===== src/hdl/assert_macros.svh =====
// assertion helpers, clocked on clk and disabled while arst_n is low
`ifndef ASSERT_MACROS_SVH
`define ASSERT_MACROS_SVH

`define ASSERT_ALWAYS(label, cond, msg) \
	label: assert property (@(posedge clk) disable iff (!arst_n) (cond)) else $error(msg);

`define ASSERT_IMPLIES(label, ante, cons, msg) \
	label: assert property (@(posedge clk) disable iff (!arst_n) (ante) |-> (cons)) \
		else $error(msg);

`endif


===== src/hdl/fgpr_pkg.sv =====
package fgpr_pkg;

	localparam int ADDR_W  = 17;
	localparam int COLOR_W = 16;
	localparam int COORD_W = 12;
	localparam int POS_W   = 14;
	localparam int EDGE_W  = 10;
	localparam int ALPHA_W = 8;
	localparam int SCALE_W = 3;

	localparam logic [2:0] FONT_W = 3'd5;
	localparam logic [2:0] FONT_H = 3'd7;

	localparam logic [ALPHA_W-1:0] ALPHA_MAX  = 8'd255;
	localparam logic [ALPHA_W-1:0] ALPHA_FULL = 8'd250;

	localparam logic [2:0] REG_TEXT_COLOR  = 3'd0;
	localparam logic [2:0] REG_FADE_COLOR  = 3'd1;
	localparam logic [2:0] REG_CLIP_LEFT   = 3'd2;
	localparam logic [2:0] REG_CLIP_RIGHT  = 3'd3;
	localparam logic [2:0] REG_FADE_WIDTH  = 3'd4;
	localparam logic [2:0] REG_GLYPH_SCALE = 3'd5;

	localparam logic [COLOR_W-1:0] TEXT_COLOR_RST  = 16'hFFFF;
	localparam logic [COLOR_W-1:0] FADE_COLOR_RST  = 16'h0000;
	localparam logic [COORD_W-1:0] CLIP_LEFT_RST   = 12'd0;
	localparam logic [COORD_W-1:0] CLIP_RIGHT_RST  = 12'd640;
	localparam logic [EDGE_W-1:0]  FADE_WIDTH_RST  = 10'd0;
	localparam logic [SCALE_W-1:0] GLYPH_SCALE_RST = 3'd2;

	typedef struct packed {
		logic [COLOR_W-1:0] text_color;
		logic [COLOR_W-1:0] fade_color;
		logic [COORD_W-1:0] clip_left;
		logic [COORD_W-1:0] clip_right;
		logic [EDGE_W-1:0]  fade_width;
		logic [SCALE_W-1:0] glyph_scale;
	} cfg_t;

	typedef struct packed {
		logic              wr;
		logic              fade;
		logic [ADDR_W-1:0] addr;
	} side_t;

	// font rows top to bottom, bit 4 is the leftmost column
	function automatic logic [34:0] glyph_bits(input logic [7:0] code);
		logic [7:0]  c;
		logic [34:0] g;
		begin
			c = code;
			if (code >= 8'h61 && code <= 8'h7A) begin
				c = code - 8'h20;
			end
			case (c)
				8'h21: g = {5'h04, 5'h04, 5'h04, 5'h04, 5'h04, 5'h00, 5'h04};
				8'h22: g = {5'h0A, 5'h0A, 5'h0A, 5'h00, 5'h00, 5'h00, 5'h00};
				8'h23: g = {5'h0A, 5'h0A, 5'h1F, 5'h0A, 5'h1F, 5'h0A, 5'h0A};
				8'h25: g = {5'h19, 5'h19, 5'h02, 5'h04, 5'h08, 5'h13, 5'h13};
				8'h26: g = {5'h0C, 5'h12, 5'h14, 5'h08, 5'h15, 5'h12, 5'h0D};
				8'h27: g = {5'h04, 5'h04, 5'h08, 5'h00, 5'h00, 5'h00, 5'h00};
				8'h28: g = {5'h02, 5'h04, 5'h08, 5'h08, 5'h08, 5'h04, 5'h02};
				8'h29: g = {5'h08, 5'h04, 5'h02, 5'h02, 5'h02, 5'h04, 5'h08};
				8'h2A: g = {5'h00, 5'h15, 5'h0E, 5'h1F, 5'h0E, 5'h15, 5'h00};
				8'h2B: g = {5'h00, 5'h04, 5'h04, 5'h1F, 5'h04, 5'h04, 5'h00};
				8'h2C: g = {5'h00, 5'h00, 5'h00, 5'h00, 5'h06, 5'h04, 5'h08};
				8'h2D: g = {5'h00, 5'h00, 5'h00, 5'h1F, 5'h00, 5'h00, 5'h00};
				8'h2E: g = {5'h00, 5'h00, 5'h00, 5'h00, 5'h00, 5'h0C, 5'h0C};
				8'h2F: g = {5'h01, 5'h02, 5'h02, 5'h04, 5'h08, 5'h08, 5'h10};
				8'h30: g = {5'h0E, 5'h11, 5'h13, 5'h15, 5'h19, 5'h11, 5'h0E};
				8'h31: g = {5'h04, 5'h0C, 5'h04, 5'h04, 5'h04, 5'h04, 5'h0E};
				8'h32: g = {5'h0E, 5'h11, 5'h01, 5'h02, 5'h04, 5'h08, 5'h1F};
				8'h33: g = {5'h1E, 5'h01, 5'h01, 5'h0E, 5'h01, 5'h01, 5'h1E};
				8'h34: g = {5'h02, 5'h06, 5'h0A, 5'h12, 5'h1F, 5'h02, 5'h02};
				8'h35: g = {5'h1F, 5'h10, 5'h10, 5'h1E, 5'h01, 5'h01, 5'h1E};
				8'h36: g = {5'h0E, 5'h10, 5'h10, 5'h1E, 5'h11, 5'h11, 5'h0E};
				8'h37: g = {5'h1F, 5'h01, 5'h02, 5'h04, 5'h08, 5'h08, 5'h08};
				8'h38: g = {5'h0E, 5'h11, 5'h11, 5'h0E, 5'h11, 5'h11, 5'h0E};
				8'h39: g = {5'h0E, 5'h11, 5'h11, 5'h0F, 5'h01, 5'h01, 5'h0E};
				8'h3A: g = {5'h00, 5'h0C, 5'h0C, 5'h00, 5'h0C, 5'h0C, 5'h00};
				8'h3B: g = {5'h00, 5'h0C, 5'h0C, 5'h00, 5'h06, 5'h04, 5'h08};
				8'h3E: g = {5'h10, 5'h08, 5'h04, 5'h02, 5'h04, 5'h08, 5'h10};
				8'h3F: g = {5'h0E, 5'h11, 5'h01, 5'h02, 5'h04, 5'h00, 5'h04};
				8'h41: g = {5'h0E, 5'h11, 5'h11, 5'h1F, 5'h11, 5'h11, 5'h11};
				8'h42: g = {5'h1E, 5'h11, 5'h11, 5'h1E, 5'h11, 5'h11, 5'h1E};
				8'h43: g = {5'h0E, 5'h11, 5'h10, 5'h10, 5'h10, 5'h11, 5'h0E};
				8'h44: g = {5'h1E, 5'h11, 5'h11, 5'h11, 5'h11, 5'h11, 5'h1E};
				8'h45: g = {5'h1F, 5'h10, 5'h10, 5'h1E, 5'h10, 5'h10, 5'h1F};
				8'h46: g = {5'h1F, 5'h10, 5'h10, 5'h1E, 5'h10, 5'h10, 5'h10};
				8'h47: g = {5'h0E, 5'h11, 5'h10, 5'h17, 5'h11, 5'h11, 5'h0F};
				8'h48: g = {5'h11, 5'h11, 5'h11, 5'h1F, 5'h11, 5'h11, 5'h11};
				8'h49: g = {5'h0E, 5'h04, 5'h04, 5'h04, 5'h04, 5'h04, 5'h0E};
				8'h4A: g = {5'h07, 5'h02, 5'h02, 5'h02, 5'h12, 5'h12, 5'h0C};
				8'h4B: g = {5'h11, 5'h12, 5'h14, 5'h18, 5'h14, 5'h12, 5'h11};
				8'h4C: g = {5'h10, 5'h10, 5'h10, 5'h10, 5'h10, 5'h10, 5'h1F};
				8'h4D: g = {5'h11, 5'h1B, 5'h15, 5'h15, 5'h11, 5'h11, 5'h11};
				8'h4E: g = {5'h11, 5'h19, 5'h15, 5'h13, 5'h11, 5'h11, 5'h11};
				8'h4F: g = {5'h0E, 5'h11, 5'h11, 5'h11, 5'h11, 5'h11, 5'h0E};
				8'h50: g = {5'h1E, 5'h11, 5'h11, 5'h1E, 5'h10, 5'h10, 5'h10};
				8'h51: g = {5'h0E, 5'h11, 5'h11, 5'h11, 5'h15, 5'h12, 5'h0D};
				8'h52: g = {5'h1E, 5'h11, 5'h11, 5'h1E, 5'h14, 5'h12, 5'h11};
				8'h53: g = {5'h0F, 5'h10, 5'h10, 5'h0E, 5'h01, 5'h01, 5'h1E};
				8'h54: g = {5'h1F, 5'h04, 5'h04, 5'h04, 5'h04, 5'h04, 5'h04};
				8'h55: g = {5'h11, 5'h11, 5'h11, 5'h11, 5'h11, 5'h11, 5'h0E};
				8'h56: g = {5'h11, 5'h11, 5'h11, 5'h11, 5'h0A, 5'h0A, 5'h04};
				8'h57: g = {5'h11, 5'h11, 5'h11, 5'h15, 5'h15, 5'h1B, 5'h11};
				8'h58: g = {5'h11, 5'h0A, 5'h04, 5'h04, 5'h04, 5'h0A, 5'h11};
				8'h59: g = {5'h11, 5'h0A, 5'h04, 5'h04, 5'h04, 5'h04, 5'h04};
				8'h5A: g = {5'h1F, 5'h01, 5'h02, 5'h04, 5'h08, 5'h10, 5'h1F};
				8'h5F: g = {5'h00, 5'h00, 5'h00, 5'h00, 5'h00, 5'h00, 5'h1F};
				default: g = '0;
			endcase
			return g;
		end
	endfunction

	function automatic logic [4:0] font_row(input logic [7:0] code, input logic [2:0] row);
		logic [34:0] g;
		logic [4:0]  r;
		begin
			g = glyph_bits(code);
			case (row)
				3'd0: r = g[34:30];
				3'd1: r = g[29:25];
				3'd2: r = g[24:20];
				3'd3: r = g[19:15];
				3'd4: r = g[14:10];
				3'd5: r = g[9:5];
				3'd6: r = g[4:0];
				default: r = '0;
			endcase
			return r;
		end
	endfunction

endpackage


===== src/hdl/fgpr_front.sv =====
module fgpr_front import fgpr_pkg::*; #(
	parameter int FRAME_WIDTH  = 640,
	parameter int FRAME_HEIGHT = 172
) (
	input  logic                clk,
	input  logic                arst_n,
	input  logic                in_valid,
	input  logic [7:0]          char_code,
	input  logic [COORD_W-1:0]  origin_x,
	input  logic [COORD_W-1:0]  origin_y,
	input  logic [4:0]          cell_col,
	input  logic [4:0]          cell_row,
	input  cfg_t                cfg,
	output logic                out_valid,
	output side_t               out_side,
	output logic [EDGE_W-1:0]   out_edge,
	output logic [EDGE_W-1:0]   out_fw
);

	localparam logic signed [POS_W-1:0] FW_S  = POS_W'(FRAME_WIDTH);
	localparam logic signed [POS_W-1:0] FH_S  = POS_W'(FRAME_HEIGHT);
	localparam logic [ADDR_W-1:0]       FW_A  = ADDR_W'(FRAME_WIDTH);

	// quotient of a cell position by the scale, saturating at seven
	function automatic logic [2:0] small_div(input logic [4:0] n, input logic [2:0] d);
		logic [2:0] q;
		logic [5:0] lim;
		begin
			q = '0;
			for (int k = 1; k < 8; k++) begin
				lim = 6'(k) * {3'b000, d};
				if ({1'b0, n} >= lim) begin
					q = q + 3'd1;
				end
			end
			return q;
		end
	endfunction

	logic                    v_s1;
	logic [7:0]              code_s1;
	logic [2:0]              fcol_s1;
	logic [2:0]              frow_s1;
	logic                    box_s1;
	logic signed [POS_W-1:0] x_s1;
	logic signed [POS_W-1:0] y_s1;

	logic [2:0]              fcol_d;
	logic [2:0]              frow_d;

	assign fcol_d = small_div(cell_col, cfg.glyph_scale);
	assign frow_d = small_div(cell_row, cfg.glyph_scale);

	always_ff @(posedge clk or negedge arst_n) begin
		if (!arst_n) begin
			v_s1 <= 1'b0;
		end else begin
			v_s1 <= in_valid;
		end
	end

	always_ff @(posedge clk) begin
		code_s1 <= char_code;
		fcol_s1 <= fcol_d;
		frow_s1 <= frow_d;
		box_s1  <= (fcol_d < FONT_W) && (frow_d < FONT_H);
		x_s1    <= $signed({{2{origin_x[COORD_W-1]}}, origin_x}) + $signed({9'b0, cell_col});
		y_s1    <= $signed({{2{origin_y[COORD_W-1]}}, origin_y}) + $signed({9'b0, cell_row});
	end

	// second stage: font bit, frame and clip tests, edge distance, address
	logic [4:0]              row_bits;
	logic [4:0]              row_shift;
	logic                    font_hit;
	logic signed [POS_W-1:0] cl;
	logic signed [POS_W-1:0] cr;
	logic signed [POS_W-1:0] dl;
	logic signed [POS_W-1:0] dr;
	logic signed [POS_W-1:0] edge_min;
	logic                    on_frame;
	logic                    in_clip;
	logic                    wr_d;
	logic                    fade_d;
	logic [ADDR_W-1:0]       addr_d;

	always_comb begin
		row_bits  = font_row(code_s1, frow_s1);
		row_shift = 5'(row_bits << fcol_s1);
		font_hit  = box_s1 && row_shift[4];
		cl        = $signed({{2{cfg.clip_left[COORD_W-1]}}, cfg.clip_left});
		cr        = $signed({{2{cfg.clip_right[COORD_W-1]}}, cfg.clip_right});
		on_frame  = (y_s1 >= 0) && (y_s1 < FH_S) && (x_s1 >= 0) && (x_s1 < FW_S);
		in_clip   = (x_s1 >= cl) && (x_s1 < cr);
		wr_d      = font_hit && on_frame && in_clip;
		dl        = x_s1 - cl;
		dr        = cr - POS_W'(1) - x_s1;
		edge_min  = (dl < dr) ? dl : dr;
		fade_d    = wr_d && (cfg.fade_width != '0)
			&& (edge_min < $signed({4'b0000, cfg.fade_width}));
		addr_d    = ADDR_W'(ADDR_W'(y_s1[12:0]) * FW_A) + ADDR_W'(x_s1[12:0]);
	end

	always_ff @(posedge clk or negedge arst_n) begin
		if (!arst_n) begin
			out_valid <= 1'b0;
		end else begin
			out_valid <= v_s1;
		end
	end

	always_ff @(posedge clk) begin
		out_side.wr   <= wr_d;
		out_side.fade <= fade_d;
		out_side.addr <= addr_d;
		out_edge      <= edge_min[EDGE_W-1:0];
		out_fw        <= cfg.fade_width;
	end

endmodule


===== src/hdl/fgpr_alpha_div.sv =====
module fgpr_alpha_div import fgpr_pkg::*; (
	input  logic                clk,
	input  logic                arst_n,
	input  logic                v_in,
	input  side_t               side_in,
	input  logic [EDGE_W-1:0]   edge_in,
	input  logic [EDGE_W-1:0]   fw_in,
	output logic                v_out,
	output side_t               side_out,
	output logic [ALPHA_W-1:0]  alpha_out
);

	`include "assert_macros.svh"

	// two restoring steps; remainder stays below the divisor
	function automatic logic [EDGE_W+1:0] div_step(
		input logic [EDGE_W-1:0] rem,
		input logic [1:0]        nb,
		input logic [EDGE_W-1:0] d
	);
		logic [EDGE_W:0]   t;
		logic [EDGE_W-1:0] r;
		logic [1:0]        q;
		begin
			r = rem;
			q = '0;
			for (int i = 1; i >= 0; i--) begin
				t = {r, nb[i]};
				if (t >= {1'b0, d}) begin
					t    = t - {1'b0, d};
					q[i] = 1'b1;
				end
				r = t[EDGE_W-1:0];
			end
			return {r, q};
		end
	endfunction

	logic [17:0]        num;
	logic [EDGE_W+1:0]  st3;
	logic [EDGE_W+1:0]  st4;
	logic [EDGE_W+1:0]  st5;
	logic [EDGE_W+1:0]  st6;

	logic               v_s3, v_s4, v_s5, v_s6;
	side_t              side_s3, side_s4, side_s5, side_s6;
	logic [EDGE_W-1:0]  d_s3, d_s4, d_s5;
	logic [EDGE_W-1:0]  rem_s3, rem_s4, rem_s5;
	logic [5:0]         low_s3;
	logic [3:0]         low_s4;
	logic [1:0]         low_s5;
	logic [1:0]         q_s3;
	logic [3:0]         q_s4;
	logic [5:0]         q_s5;
	logic [7:0]         q_s6;

	// edge * 255, high bits seed the remainder
	assign num = {edge_in, 8'b0} - {8'b0, edge_in};
	assign st3 = div_step(num[17:8], num[7:6], fw_in);
	assign st4 = div_step(rem_s3, low_s3[5:4], d_s3);
	assign st5 = div_step(rem_s4, low_s4[3:2], d_s4);
	assign st6 = div_step(rem_s5, low_s5, d_s5);

	always_ff @(posedge clk or negedge arst_n) begin
		if (!arst_n) begin
			v_s3 <= 1'b0;
			v_s4 <= 1'b0;
			v_s5 <= 1'b0;
			v_s6 <= 1'b0;
		end else begin
			v_s3 <= v_in;
			v_s4 <= v_s3;
			v_s5 <= v_s4;
			v_s6 <= v_s5;
		end
	end

	always_ff @(posedge clk) begin
		side_s3 <= side_in;
		d_s3    <= fw_in;
		rem_s3  <= st3[EDGE_W+1:2];
		q_s3    <= st3[1:0];
		low_s3  <= num[5:0];

		side_s4 <= side_s3;
		d_s4    <= d_s3;
		rem_s4  <= st4[EDGE_W+1:2];
		q_s4    <= {q_s3, st4[1:0]};
		low_s4  <= low_s3[3:0];

		side_s5 <= side_s4;
		d_s5    <= d_s4;
		rem_s5  <= st5[EDGE_W+1:2];
		q_s5    <= {q_s4, st5[1:0]};
		low_s5  <= low_s4[1:0];

		side_s6 <= side_s5;
		q_s6    <= {q_s5, st6[1:0]};
	end

	assign v_out     = v_s6;
	assign side_out  = side_s6;
	assign alpha_out = q_s6;

	`ASSERT_IMPLIES(a_fade_alpha_below_max, v_s6 && side_s6.fade, q_s6 != ALPHA_MAX, "fade alpha reached full scale")
	`ASSERT_ALWAYS(a_div_latency, v_s6 == $past(v_in, 4), "divider valid lost or invented")

endmodule


===== src/hdl/fgpr_blend.sv =====
module fgpr_blend import fgpr_pkg::*; (
	input  logic                clk,
	input  logic                arst_n,
	input  logic                v_in,
	input  side_t               side_in,
	input  logic [ALPHA_W-1:0]  alpha_in,
	input  cfg_t                cfg,
	output logic                result_valid,
	output logic                write_enable,
	output logic [ADDR_W-1:0]   pixel_address,
	output logic [COLOR_W-1:0]  pixel_value
);

	// exact x / 255 for every 14-bit x
	function automatic logic [7:0] div255(input logic [13:0] x);
		logic [15:0] t;
		begin
			t = {2'b00, x} + 16'(x >> 8) + 16'd1;
			return t[15:8];
		end
	endfunction

	logic [ALPHA_W-1:0] a;
	logic [ALPHA_W-1:0] inv;

	logic               v_s7;
	side_t              side_s7;
	logic               full_s7;
	logic               zero_s7;
	logic [13:0]        sr_s7, sg_s7, sb_s7;

	assign a   = side_in.fade ? alpha_in : ALPHA_MAX;
	assign inv = ALPHA_MAX - a;

	always_ff @(posedge clk or negedge arst_n) begin
		if (!arst_n) begin
			v_s7 <= 1'b0;
		end else begin
			v_s7 <= v_in;
		end
	end

	always_ff @(posedge clk) begin
		side_s7 <= side_in;
		full_s7 <= a >= ALPHA_FULL;
		zero_s7 <= a == '0;
		sr_s7   <= 14'(cfg.text_color[15:11]) * 14'(a) + 14'(cfg.fade_color[15:11]) * 14'(inv);
		sg_s7   <= 14'(cfg.text_color[10:5]) * 14'(a) + 14'(cfg.fade_color[10:5]) * 14'(inv);
		sb_s7   <= 14'(cfg.text_color[4:0]) * 14'(a) + 14'(cfg.fade_color[4:0]) * 14'(inv);
	end

	logic [7:0]         qr, qg, qb;
	logic [COLOR_W-1:0] color;

	always_comb begin
		qr = div255(sr_s7);
		qg = div255(sg_s7);
		qb = div255(sb_s7);
		if (full_s7) begin
			color = cfg.text_color;
		end else if (zero_s7) begin
			color = cfg.fade_color;
		end else begin
			color = {qr[4:0], qg[5:0], qb[4:0]};
		end
	end

	always_ff @(posedge clk or negedge arst_n) begin
		if (!arst_n) begin
			result_valid <= 1'b0;
			write_enable <= 1'b0;
		end else begin
			result_valid <= v_s7;
			write_enable <= v_s7 && side_s7.wr;
		end
	end

	always_ff @(posedge clk) begin
		pixel_address <= (v_s7 && side_s7.wr) ? side_s7.addr : '0;
		pixel_value   <= (v_s7 && side_s7.wr) ? {color[7:0], color[15:8]} : '0;
	end

endmodule


===== src/hdl/faded_glyph_pixel_rasterizer.sv =====
// scaled 5x7 glyph pixel rasterizer with clip window and edge fade
//
// pixel channel: pulse start with char_code, origin_x, origin_y, cell_col and
// cell_row; busy is always low, so a new pixel beat is taken every cycle.
// result channel: result_valid is high for one cycle with write_enable,
// pixel_address and pixel_value (byte-swapped rgb565); address and value read
// zero when write_enable is low. every pixel beat gives exactly one result.
// throughput one pixel per cycle; the 8 stages are two for font lookup and
// clip tests, four for the 2-bit-per-stage alpha divider and two for the
// per-channel blend.
// config: apb registers at 4*i (text_color, fade_color, clip_left, clip_right,
// fade_width, glyph_scale), pready always high; write only while idle.
// reset clears the pipeline valids and loads the register defaults.
// the receiver cannot stall: results are presented once and never held.
module faded_glyph_pixel_rasterizer import fgpr_pkg::*; #(
	parameter int FRAME_WIDTH  = 640,
	parameter int FRAME_HEIGHT = 172
) (
	input  logic                clk,
	input  logic                arst_n,
	input  logic                start,
	output logic                busy,
	input  logic [7:0]          char_code,
	input  logic [COORD_W-1:0]  origin_x,
	input  logic [COORD_W-1:0]  origin_y,
	input  logic [4:0]          cell_col,
	input  logic [4:0]          cell_row,
	output logic                result_valid,
	output logic                write_enable,
	output logic [ADDR_W-1:0]   pixel_address,
	output logic [COLOR_W-1:0]  pixel_value,
	input  logic                psel,
	input  logic                penable,
	input  logic                pwrite,
	input  logic [4:0]          paddr,
	input  logic [31:0]         pwdata,
	output logic [31:0]         prdata,
	output logic                pready
);

	`include "assert_macros.svh"

	cfg_t       cfg_q;
	logic [2:0] reg_sel;
	logic       cfg_wr;

	assign busy    = 1'b0;
	assign pready  = 1'b1;
	assign reg_sel = paddr[4:2];
	assign cfg_wr  = psel && penable && pwrite;

	always_ff @(posedge clk or negedge arst_n) begin
		if (!arst_n) begin
			cfg_q.text_color  <= TEXT_COLOR_RST;
			cfg_q.fade_color  <= FADE_COLOR_RST;
			cfg_q.clip_left   <= CLIP_LEFT_RST;
			cfg_q.clip_right  <= CLIP_RIGHT_RST;
			cfg_q.fade_width  <= FADE_WIDTH_RST;
			cfg_q.glyph_scale <= GLYPH_SCALE_RST;
		end else if (cfg_wr) begin
			case (reg_sel)
				REG_TEXT_COLOR:  cfg_q.text_color  <= pwdata[COLOR_W-1:0];
				REG_FADE_COLOR:  cfg_q.fade_color  <= pwdata[COLOR_W-1:0];
				REG_CLIP_LEFT:   cfg_q.clip_left   <= pwdata[COORD_W-1:0];
				REG_CLIP_RIGHT:  cfg_q.clip_right  <= pwdata[COORD_W-1:0];
				REG_FADE_WIDTH:  cfg_q.fade_width  <= pwdata[EDGE_W-1:0];
				REG_GLYPH_SCALE: cfg_q.glyph_scale <= pwdata[SCALE_W-1:0];
				default: ;
			endcase
		end
	end

	always_comb begin
		case (reg_sel)
			REG_TEXT_COLOR:  prdata = 32'(cfg_q.text_color);
			REG_FADE_COLOR:  prdata = 32'(cfg_q.fade_color);
			REG_CLIP_LEFT:   prdata = 32'(cfg_q.clip_left);
			REG_CLIP_RIGHT:  prdata = 32'(cfg_q.clip_right);
			REG_FADE_WIDTH:  prdata = 32'(cfg_q.fade_width);
			REG_GLYPH_SCALE: prdata = 32'(cfg_q.glyph_scale);
			default:         prdata = '0;
		endcase
	end

	logic               front_v;
	side_t              front_side;
	logic [EDGE_W-1:0]  front_edge;
	logic [EDGE_W-1:0]  front_fw;
	logic               div_v;
	side_t              div_side;
	logic [ALPHA_W-1:0] div_alpha;

	fgpr_front #(
		.FRAME_WIDTH  (FRAME_WIDTH),
		.FRAME_HEIGHT (FRAME_HEIGHT)
	) u_front (
		.clk       (clk),
		.arst_n    (arst_n),
		.in_valid  (start && !busy),
		.char_code (char_code),
		.origin_x  (origin_x),
		.origin_y  (origin_y),
		.cell_col  (cell_col),
		.cell_row  (cell_row),
		.cfg       (cfg_q),
		.out_valid (front_v),
		.out_side  (front_side),
		.out_edge  (front_edge),
		.out_fw    (front_fw)
	);

	fgpr_alpha_div u_div (
		.clk       (clk),
		.arst_n    (arst_n),
		.v_in      (front_v),
		.side_in   (front_side),
		.edge_in   (front_edge),
		.fw_in     (front_fw),
		.v_out     (div_v),
		.side_out  (div_side),
		.alpha_out (div_alpha)
	);

	fgpr_blend u_blend (
		.clk           (clk),
		.arst_n        (arst_n),
		.v_in          (div_v),
		.side_in       (div_side),
		.alpha_in      (div_alpha),
		.cfg           (cfg_q),
		.result_valid  (result_valid),
		.write_enable  (write_enable),
		.pixel_address (pixel_address),
		.pixel_value   (pixel_value)
	);

	`ASSERT_IMPLIES(a_write_has_strobe, write_enable, result_valid, "write without result strobe")
	`ASSERT_IMPLIES(a_nowrite_zero, !write_enable, pixel_address == '0 && pixel_value == '0, "fields not zero without write")

endmodule

===== config.mk =====
export PLATFORM = sky130hd
export DESIGN_NAME = faded_glyph_pixel_rasterizer
export DESIGN_NICKNAME = d
export VERILOG_FILES = /design/src/hdl/fgpr_pkg.sv /design/src/hdl/fgpr_front.sv /design/src/hdl/fgpr_alpha_div.sv /design/src/hdl/fgpr_blend.sv /design/src/hdl/faded_glyph_pixel_rasterizer.sv
export VERILOG_INCLUDE_DIRS = /design/src /design/src/hdl
export SDC_FILE = /design/constraint.sdc
export NUM_CORES = 2
export LEC_CHECK = 0
export BUFFER_PORTS_ARGS = -buffer_cell sky130_fd_sc_hd__buf_2
export CORE_AREA = 3 3 309 311
export CTS_CLUSTER_DIAMETER = 40
export DETAILED_ROUTE_END_ITERATION = 10
export DIE_AREA = 0 0 312 314
export GPL_TIMING_DRIVEN = 1
export SLEW_MARGIN = 20
export SYNTH_ARGS = -nofsm -noshare
export SYNTH_HDL_FRONTEND = slang
export SYNTH_HIERARCHICAL = 1
export SYNTH_MEMORY_MAX_BITS = 65536
export SYNTH_SLANG_ARGS = --single-unit

===== constraint.sdc =====
create_clock -name clk -period 13 [get_ports clk]
set_input_delay 1.3 -clock clk [delete_from_list [all_inputs] [get_ports clk]]
set_output_delay 1.3 -clock clk [all_outputs]
set_load 0.02 [all_outputs]

# Yosys cells after proc, flatten, opt, wreduce, memory -nomap -nowiden
# Memory sizes are Yosys's and may differ from the RTL's.
# Cells that the tools add are included.
# word_totals
memories	1
mem_bits_ro	4480
wordCells	217
output_inout_bits	69
input_bits	85
regBits	421
# memory_table
name	words	width	read_ports	rd_ports_with_merged_regs	wr	line	source
(no name shown)	128	35	1	0	0	fgpr_pkg.sv:55	case (c)
# op_classes
magnitude_cmp	35
n_addsub	37
n_mux	37
n_shift	1
reduce_logical	24
multipliers	11
n_eq_ne	11
# op_table
op	count
case mux 16 bit (6 select lines)	1
>= comparator 11 x 10 -> 1 bit	8
2-to-1 mux 10 bit	7
subtractor 10 bit	7
multiplier 5 x 8 -> 13 bit	4
>= comparator 5 x 6 -> 1 bit	6
2-to-1 mux 3 bit	12
2-to-1 mux 35 bit	1
case mux 5 bit (7 select lines)	1
2-to-1 mux 16 bit	2
adder 3 x 1 -> 3 bit, second input constant	10
adder 13 x 13 -> 14 bit	2
multiplier 6 x 8 -> 14 bit	2
adder 12 x 6 -> 13 bit	2
adder 13 x 1 -> 13 bit, second input constant	2
adder 13 x 6 -> 13 bit	2
>= comparator 13 x 1 -> 1 bit, second input constant	2
>= comparator 5 bit	4
subtractor 18 x 10 -> 18 bit	1
adder 17 x 13 -> 17 bit	1
2-to-1 mux 8 bit	2
== test 3 bit, second input constant	5
adder 14 x 1 -> 14 bit, second input constant	1
adder 14 bit	1
other kinds (32)	70

# Longest topological paths before layout
# logic_depth
word_depth	16
ltp_mapped	28
mapped_depth_nobuf	26

# By module
# Netlist, hierarchy kept.
# modules_own_cells
module	cells_per_inst	seq_area_each_um2	area_each_um2	instances
fgpr_blend	1246	1976.9	11218.3	1
fgpr_front	1272	1651.6	9800.6	1
fgpr_alpha_div	755	3463.3	7910.1	1
faded_glyph_pixel_rasterizer	255	1750.4	3465.8	1

# Worst setup path after synthesis
# Ideal clock, no wire load.
# synth_path
path_kind	input -> register
from	input cell_row[0]
to	register u_front.box_s1
arrival_ns	5.885
path_stages	21
path_buffers	0
t_required_ns	12.922
setup_ns	0.078
setup_slack_ns	7.037
path_cell_list	inv_1 ha_1 nand2b_1 a21o_1 a2111oi_0 ha_1 nor4b_1 a2111oi_2 o311ai_2 ha_1 nand2b_1 o41ai_1 ha_1 mux2_2 ha_1 mux2_2 ha_1 nand2_1 xnor3_1 o211a_1 a32oi_1
# synth_via
elab_chain_cells	16
word_cells_on_any_way	22
classes_between	add/sub (6); order compare (8); mux (7); reduce/logical (1)
# synth_lines
item	line	source
start, declared	faded_glyph_pixel_rasterizer.sv:27	input logic [4:0] cell_row,
>= comparator 5 x 3 -> 1 bit	fgpr_front.sv:32	if ({1'b0, n} >= lim) begin
2-to-1 mux 1 bit	fgpr_front.sv:32	
adder 1 x 1 -> 2 bit	fgpr_front.sv:33	q = q + 3'd1;
2-to-1 mux 3 bit	fgpr_front.sv:32	
adder 3 x 1 -> 3 bit	fgpr_front.sv:33	
2-to-1 mux 3 bit	fgpr_front.sv:32	
adder 3 x 1 -> 3 bit	fgpr_front.sv:33	
2-to-1 mux 3 bit	fgpr_front.sv:32	
adder 3 x 1 -> 3 bit	fgpr_front.sv:33	
2-to-1 mux 3 bit	fgpr_front.sv:32	
adder 3 x 1 -> 3 bit	fgpr_front.sv:33	
2-to-1 mux 3 bit	fgpr_front.sv:32	
adder 3 x 1 -> 3 bit	fgpr_front.sv:33	
2-to-1 mux 3 bit *	fgpr_front.sv:32	
via u_front.frow_d[2]	fgpr_front.sv:49	logic [2:0] frow_d;
< comparator 3 bit *	fgpr_front.sv:66	box_s1 <= (fcol_d < FONT_W) && (frow_d < FONT_H);
logical AND 1 bit *	fgpr_front.sv:66	
end signal, assigned	fgpr_front.sv:66	
end, declared	fgpr_front.sv:44	logic box_s1;
# The timed path passes the listed nets; every way through them passes the cells marked *.
# A chain may end at the register's enable or synchronous reset.

# Worst setup path in the final report
# layout_path
from	register u_front.out_edge[1]
to	register u_div.rem_s3[9]
# layout_via
elab_chain_cells	5
word_cells_on_any_way	7
classes_between	add/sub (3); order compare (2); mux (2)
# layout_lines
item	line	source
start, declared	fgpr_front.sv:16	output logic [EDGE_W-1:0] out_edge,
start signal, assigned	fgpr_front.sv:115	out_edge <= edge_min[EDGE_W-1:0];
subtractor 18 x 10 -> 18 bit *	fgpr_alpha_div.sv:58	assign num = {edge_in, 8'b0} - {8'b0, edge_in};
subtractor 10 bit / >= comparator 11 x 10 -> 1 bit (equally long branches)	fgpr_alpha_div.sv:30, fgpr_alpha_div.sv:29	
2-to-1 mux 10 bit	fgpr_alpha_div.sv:29	if (t >= {1'b0, d}) begin
subtractor 10 bit / >= comparator 11 x 10 -> 1 bit (equally long branches)	fgpr_alpha_div.sv:30, fgpr_alpha_div.sv:29	
2-to-1 mux 10 bit *	fgpr_alpha_div.sv:29	
via u_div.st3[11]	fgpr_alpha_div.sv:40	logic [EDGE_W+1:0] st3;
end signal, assigned	fgpr_alpha_div.sv:81	rem_s3 <= st3[EDGE_W+1:2];
end, declared	fgpr_alpha_div.sv:48	logic [EDGE_W-1:0] rem_s3, rem_s4, rem_s5;
# Marked as above.

==> results.tsv <==
stage	metric	value	unit
sta	post-route-min-period	6.393	ns
place	finalWeightedCongestion	0.9352	
floorplan	core_region_area	93050	um2
yosys	syn_avg_cell_area	9.182	um2
yosys	synth_top_area_share	21.20	%
clock_network	cts-htree-levels	3	
sta	final_min_period_over_clock_period	49.18	%
yosys	synth_enable_flop_cells	0	
place	placed_area	34050	um2
worst_hold_path	min_delay_worst_endpoint	u_div/side_s4[15]$_DFF_P_	
final_layout	final_area	36620	um2
yosys	ys.warnings.count	6	
place	detailedPlacementHpwl	66170	um
clock_network	cts.sinks	421	
critical_path	regToRegEndpoint	u_div/rem_s3[9]$_DFF_P_	
route	wl_per_instance	17.51	um
route	antenna_violating_nets_post_route	0	
place	port_buffers	117	
clock_network	holdBufCountCts	0	
floorplan	die_area	97970	um2
floorplan	floorplan.rows	112	
place	place_ws	6.459	ns
outcome	status	finished, final reports clean	
floorplan	num_io_pins	154	
yosys	mappedNetlistArea	32390	um2
sta	fin_tns_setup	0	ns
final_layout	drive_above_1_share	12.72	%
sta	slew_headroom	23.68	%
sta	setup_slack	6.607	ns
sta	fin_worst_hold_slack	0.3137	ns
power_and_ir_drop	total_leakage_power	16.85	nW
clock_network	tritoncts.num_buffers	69	
final_layout	nNetsFinal	4256	
critical_path	r2r_setup_slack	6.61	ns
sta	rsz0062_at_grt	no	
worst_hold_path	worst_hold_startpoint	u_div/side_s3[15]$_DFF_P_	
floorplan	fp.dieH	314	um
clock_network	post-cts-setup-buffers	0	
critical_path	cp.required	13.49	ns
route	drc	0	
global_route	gr-usage-all-layers	17.47	%
power_and_ir_drop	power_density	267.1	nW/um2
yosys	synth_top_area_cell	sky130_fd_sc_hd__dfxtp_1	
sta	max_freq	0.1564	GHz
sta	count_of_final_setup_violators	0	
route	route.vias.total	25030	
global_route	grt_first_pass_wirelength	136900	um
critical_path	critPathArrivalTime	6.88	ns
clock_network	cts_tree	done	
floorplan	start_util	34.81	%
global_route	first_global_vias	24870	
place	numPlacedInstances	4791	
route	routed_wl	86110	um
global_route	total_congestion_overflow	0	
yosys	post_synth_num_cell_types	111	
critical_path	regToRegStartpoint	u_front/out_edge[1]$_DFF_P_	
clock_network	cts.repair.resized	0	
power_and_ir_drop	peakVddDrop	0.2223	mV
yosys	synth-seq-cells	421	
final_layout	flow.area_growth_from_synthesis	13.03	%
yosys	fraction_of_the_yosys_area_taken_by_sequential_cells	27.30	%
critical_path	setup.worst_path.class	flip-flop to flip-flop	
flow_run	timing.max_cap.violations	0	
sta	hold_violations	0	
yosys	synth-main-ff-cell	sky130_fd_sc_hd__dfxtp_1	
yosys	synth.area.top_cells	sky130_fd_sc_hd__dfxtp_1 (21%), sky130_fd_sc_hd__ha_1 (14%), sky130_fd_sc_hd__fa_1 (12%)	
route	1st_iter_drt_viols	1609	
clock_network	root_buffer	sky130_fd_sc_hd__clkbuf_16	
clock_network	clk_latency	0.62	ns
final_layout	fin_util	39.35	%
floorplan	fp.dieW	312	um
critical_path	worst_setup_start_kind	flip-flop	
critical_path	worstRegToRegCells	21	
global_route	grt_antenna_before_repair	7	
clock_network	clock_tree_buf_depth	3	
critical_path	maximum_net_fanout_on_the_critical_path	11	
sta	tightest_slew	1.145	ns
route	drt-vias-per-instance	5.088	
power_and_ir_drop	finalPower	9.780	mW
yosys	synthCells	3528	
route	drt_pass1_iterations	6	
yosys	synth-async-reset-ratio	18.53	%
final_layout	finish.cell_count_without_fillers	4919	
clock_network	clk_pin_slew_worst_paths	0.06	ns
sta	timing.clock.skew	0.02367	ns
worst_hold_path	whs_path_depth	0	
critical_path	timing.critical_path.to_type	flip-flop	
sta	final_max_tran_viols	0	
worst_hold_path	worst_hold_path_type	flip-flop to flip-flop	
global_route	grt_start_max_net_pins	79	
## routing by layer
layer | vias up | wire (um) | track usage, %
met5 | - | 13 | 0
met4 | 2 | 3120 | 6.880
met3 | 177 | 4397 | 2.798
met2 | 621 | 40960 | 29.46
met1 | 12130 | 37620 | 22.39
li1 | 12100 | - | -
## power breakdown
part	switching [mW]	total [mW]	internal [mW]	leakage, nW
registers	0.356	2.10	1.75	3.81
clock network	0.739	1.95	1.21	1.22
logic	3.05	5.73	2.67	11.8
## state kept, by name, summed over array words and instances (netlist names), 10 cells and up
name                   flops
cfg_q                     69
u_div/side_out            19
u_div/side_s3             19
u_div/side_s4             19
u_div/side_s5             19
u_front/out_side          19
u_blend/side_s7           18
u_blend/pixel_address     17
u_blend/pixel_value       16
u_blend/sb_s7             14
u_blend/sg_s7             14
u_blend/sr_s7             14
u_front/x_s1              13
u_front/y_s1              13
u_div/d_s3                10
u_div/d_s4                10
u_div/d_s5                10
u_div/rem_s3              10
u_div/rem_s4              10
u_div/rem_s5              10
u_front/out_edge          10
u_front/out_fw            10
## final cells by class
class / instances / area, um2
multi-input combinational: 2543 / 21250
inverter: 432 / 1622
sequential: 421 / 8846
fill: 9478 / 56430
timing repair buffer: 141 / 772.0
tap: 1254 / 1569
clock buffer: 78 / 1810
antenna: 1 / 2.502
clock inverter: 49 / 747.0
## cell usage after synthesis (9+ instances only)
cell / instances
sky130_fd_sc_hd__o21bai_1: 15
sky130_fd_sc_hd__nor2_1: 191
sky130_fd_sc_hd__a31oi_1: 26
sky130_fd_sc_hd__o21ai_0: 126
sky130_fd_sc_hd__and3_1: 26
sky130_fd_sc_hd__clkbuf_1: 61
sky130_fd_sc_hd__fa_1: 195
sky130_fd_sc_hd__inv_1: 430
sky130_fd_sc_hd__nand4_1: 25
sky130_fd_sc_hd__o22ai_1: 16
sky130_fd_sc_hd__a211oi_1: 29
sky130_fd_sc_hd__mux2i_1: 36
sky130_fd_sc_hd__nor4_1: 9
sky130_fd_sc_hd__o21a_1: 23
sky130_fd_sc_hd__nand3_1: 55
sky130_fd_sc_hd__o31a_1: 11
sky130_fd_sc_hd__mux2_4: 17
sky130_fd_sc_hd__nand2b_1: 45
sky130_fd_sc_hd__xnor2_1: 111
sky130_fd_sc_hd__buf_1: 18
sky130_fd_sc_hd__o211ai_1: 32
sky130_fd_sc_hd__a21oi_1: 198
sky130_fd_sc_hd__a21boi_0: 9
sky130_fd_sc_hd__nor3_1: 42
sky130_fd_sc_hd__dfrtp_1: 59
sky130_fd_sc_hd__nand2_1: 289
sky130_fd_sc_hd__and2_1: 111
sky130_fd_sc_hd__ha_1: 368
sky130_fd_sc_hd__dfstp_2: 19
sky130_fd_sc_hd__xor2_1: 57
sky130_fd_sc_hd__buf_2: 39
sky130_fd_sc_hd__buf_4: 26
sky130_fd_sc_hd__o21ai_1: 15
sky130_fd_sc_hd__nor3b_1: 10
sky130_fd_sc_hd__dfxtp_1: 343
sky130_fd_sc_hd__a21o_1: 60
sky130_fd_sc_hd__nor2b_1: 68
sky130_fd_sc_hd__mux2_2: 112
## layout by cell type, fill, tap and decap left out, types with 15 or more instances in the layout
cell	count
sky130_fd_sc_hd__nand2b_1	44
sky130_fd_sc_hd__buf_4	24
sky130_fd_sc_hd__nor3_1	42
sky130_fd_sc_hd__dfxtp_1	340
sky130_fd_sc_hd__a211oi_1	29
sky130_fd_sc_hd__nand3_1	55
sky130_fd_sc_hd__inv_1	430
sky130_fd_sc_hd__mux2_4	17
sky130_fd_sc_hd__a21o_1	60
sky130_fd_sc_hd__o21bai_1	15
sky130_fd_sc_hd__a31oi_1	26
sky130_fd_sc_hd__clkbuf_16	69
sky130_fd_sc_hd__o22ai_1	16
sky130_fd_sc_hd__conb_1	21
sky130_fd_sc_hd__o21ai_1	15
sky130_fd_sc_hd__nor2_1	191
sky130_fd_sc_hd__buf_2	116
sky130_fd_sc_hd__fa_1	195
sky130_fd_sc_hd__mux2_2	112
sky130_fd_sc_hd__o211ai_1	32
sky130_fd_sc_hd__nand4_1	25
sky130_fd_sc_hd__o21ai_0	126
sky130_fd_sc_hd__dfstp_2	19
sky130_fd_sc_hd__and2_1	111
sky130_fd_sc_hd__a21oi_1	198
sky130_fd_sc_hd__o21a_1	23
sky130_fd_sc_hd__xnor2_1	111
sky130_fd_sc_hd__and3_1	26
sky130_fd_sc_hd__mux2i_1	36
sky130_fd_sc_hd__nand2_1	289
sky130_fd_sc_hd__nor2b_1	66
sky130_fd_sc_hd__ha_1	368
sky130_fd_sc_hd__dfrtp_1	59
sky130_fd_sc_hd__xor2_1	57
## worst max path at each step
stage | startpoint | end | slack (ns) | cells after the start
final | u_front/out_edge[1]$_DFF_P_ | u_div/rem_s3[9]$_DFF_P_ | 6.61 | 21
after CTS | u_front/out_edge[1]$_DFF_P_ | u_div/rem_s3[9]$_DFF_P_ | 6.58 | 21
after global routing | u_front/out_edge[1]$_DFF_P_ | u_div/rem_s3[9]$_DFF_P_ | 6.32 | 21
after detailed placement | cell_row[0] | u_front/box_s1$_DFF_P_ | 6.46 | 22
after floorplan | cell_row[0] | u_front/box_s1$_DFF_P_ | 7.04 | 21
after global placement | cell_row[0] | u_front/box_s1$_DFF_P_ | 6.46 | 22
## logic make-up after synthesis
kind of cell / synth area share (%)
other cells: 0.03476
buf+inv: 7.362
fa+ha+maj: 26.29
xor+xnor: 4.863
flops: 27.30
simple gates: 14.26
mux: 5.967
compound gates: 13.92
## critical path, cell delays in order, from the launching register on
cell	delay (ns)
sky130_fd_sc_hd__dfxtp_1	0.43
sky130_fd_sc_hd__ha_1	0.31
sky130_fd_sc_hd__a211o_1	0.35
sky130_fd_sc_hd__nor2_1	0.16
sky130_fd_sc_hd__nand2_1	0.08
sky130_fd_sc_hd__xnor2_1	0.27
sky130_fd_sc_hd__ha_1	0.35
sky130_fd_sc_hd__or2_2	0.31
sky130_fd_sc_hd__a21oi_1	0.17
sky130_fd_sc_hd__a31oi_1	0.10
sky130_fd_sc_hd__a41o_1	0.30
sky130_fd_sc_hd__a21oi_2	0.49
sky130_fd_sc_hd__mux2_2	0.46
sky130_fd_sc_hd__inv_1	0.06
sky130_fd_sc_hd__ha_1	0.22
sky130_fd_sc_hd__nor2b_1	0.15
sky130_fd_sc_hd__o31a_1	0.27
sky130_fd_sc_hd__o31a_1	0.28
sky130_fd_sc_hd__o31a_1	0.28
sky130_fd_sc_hd__nor4_1	0.28
sky130_fd_sc_hd__o221a_2	0.52
sky130_fd_sc_hd__mux2_1	0.39
Note: power is estimated with default switching activity, not from simulation.
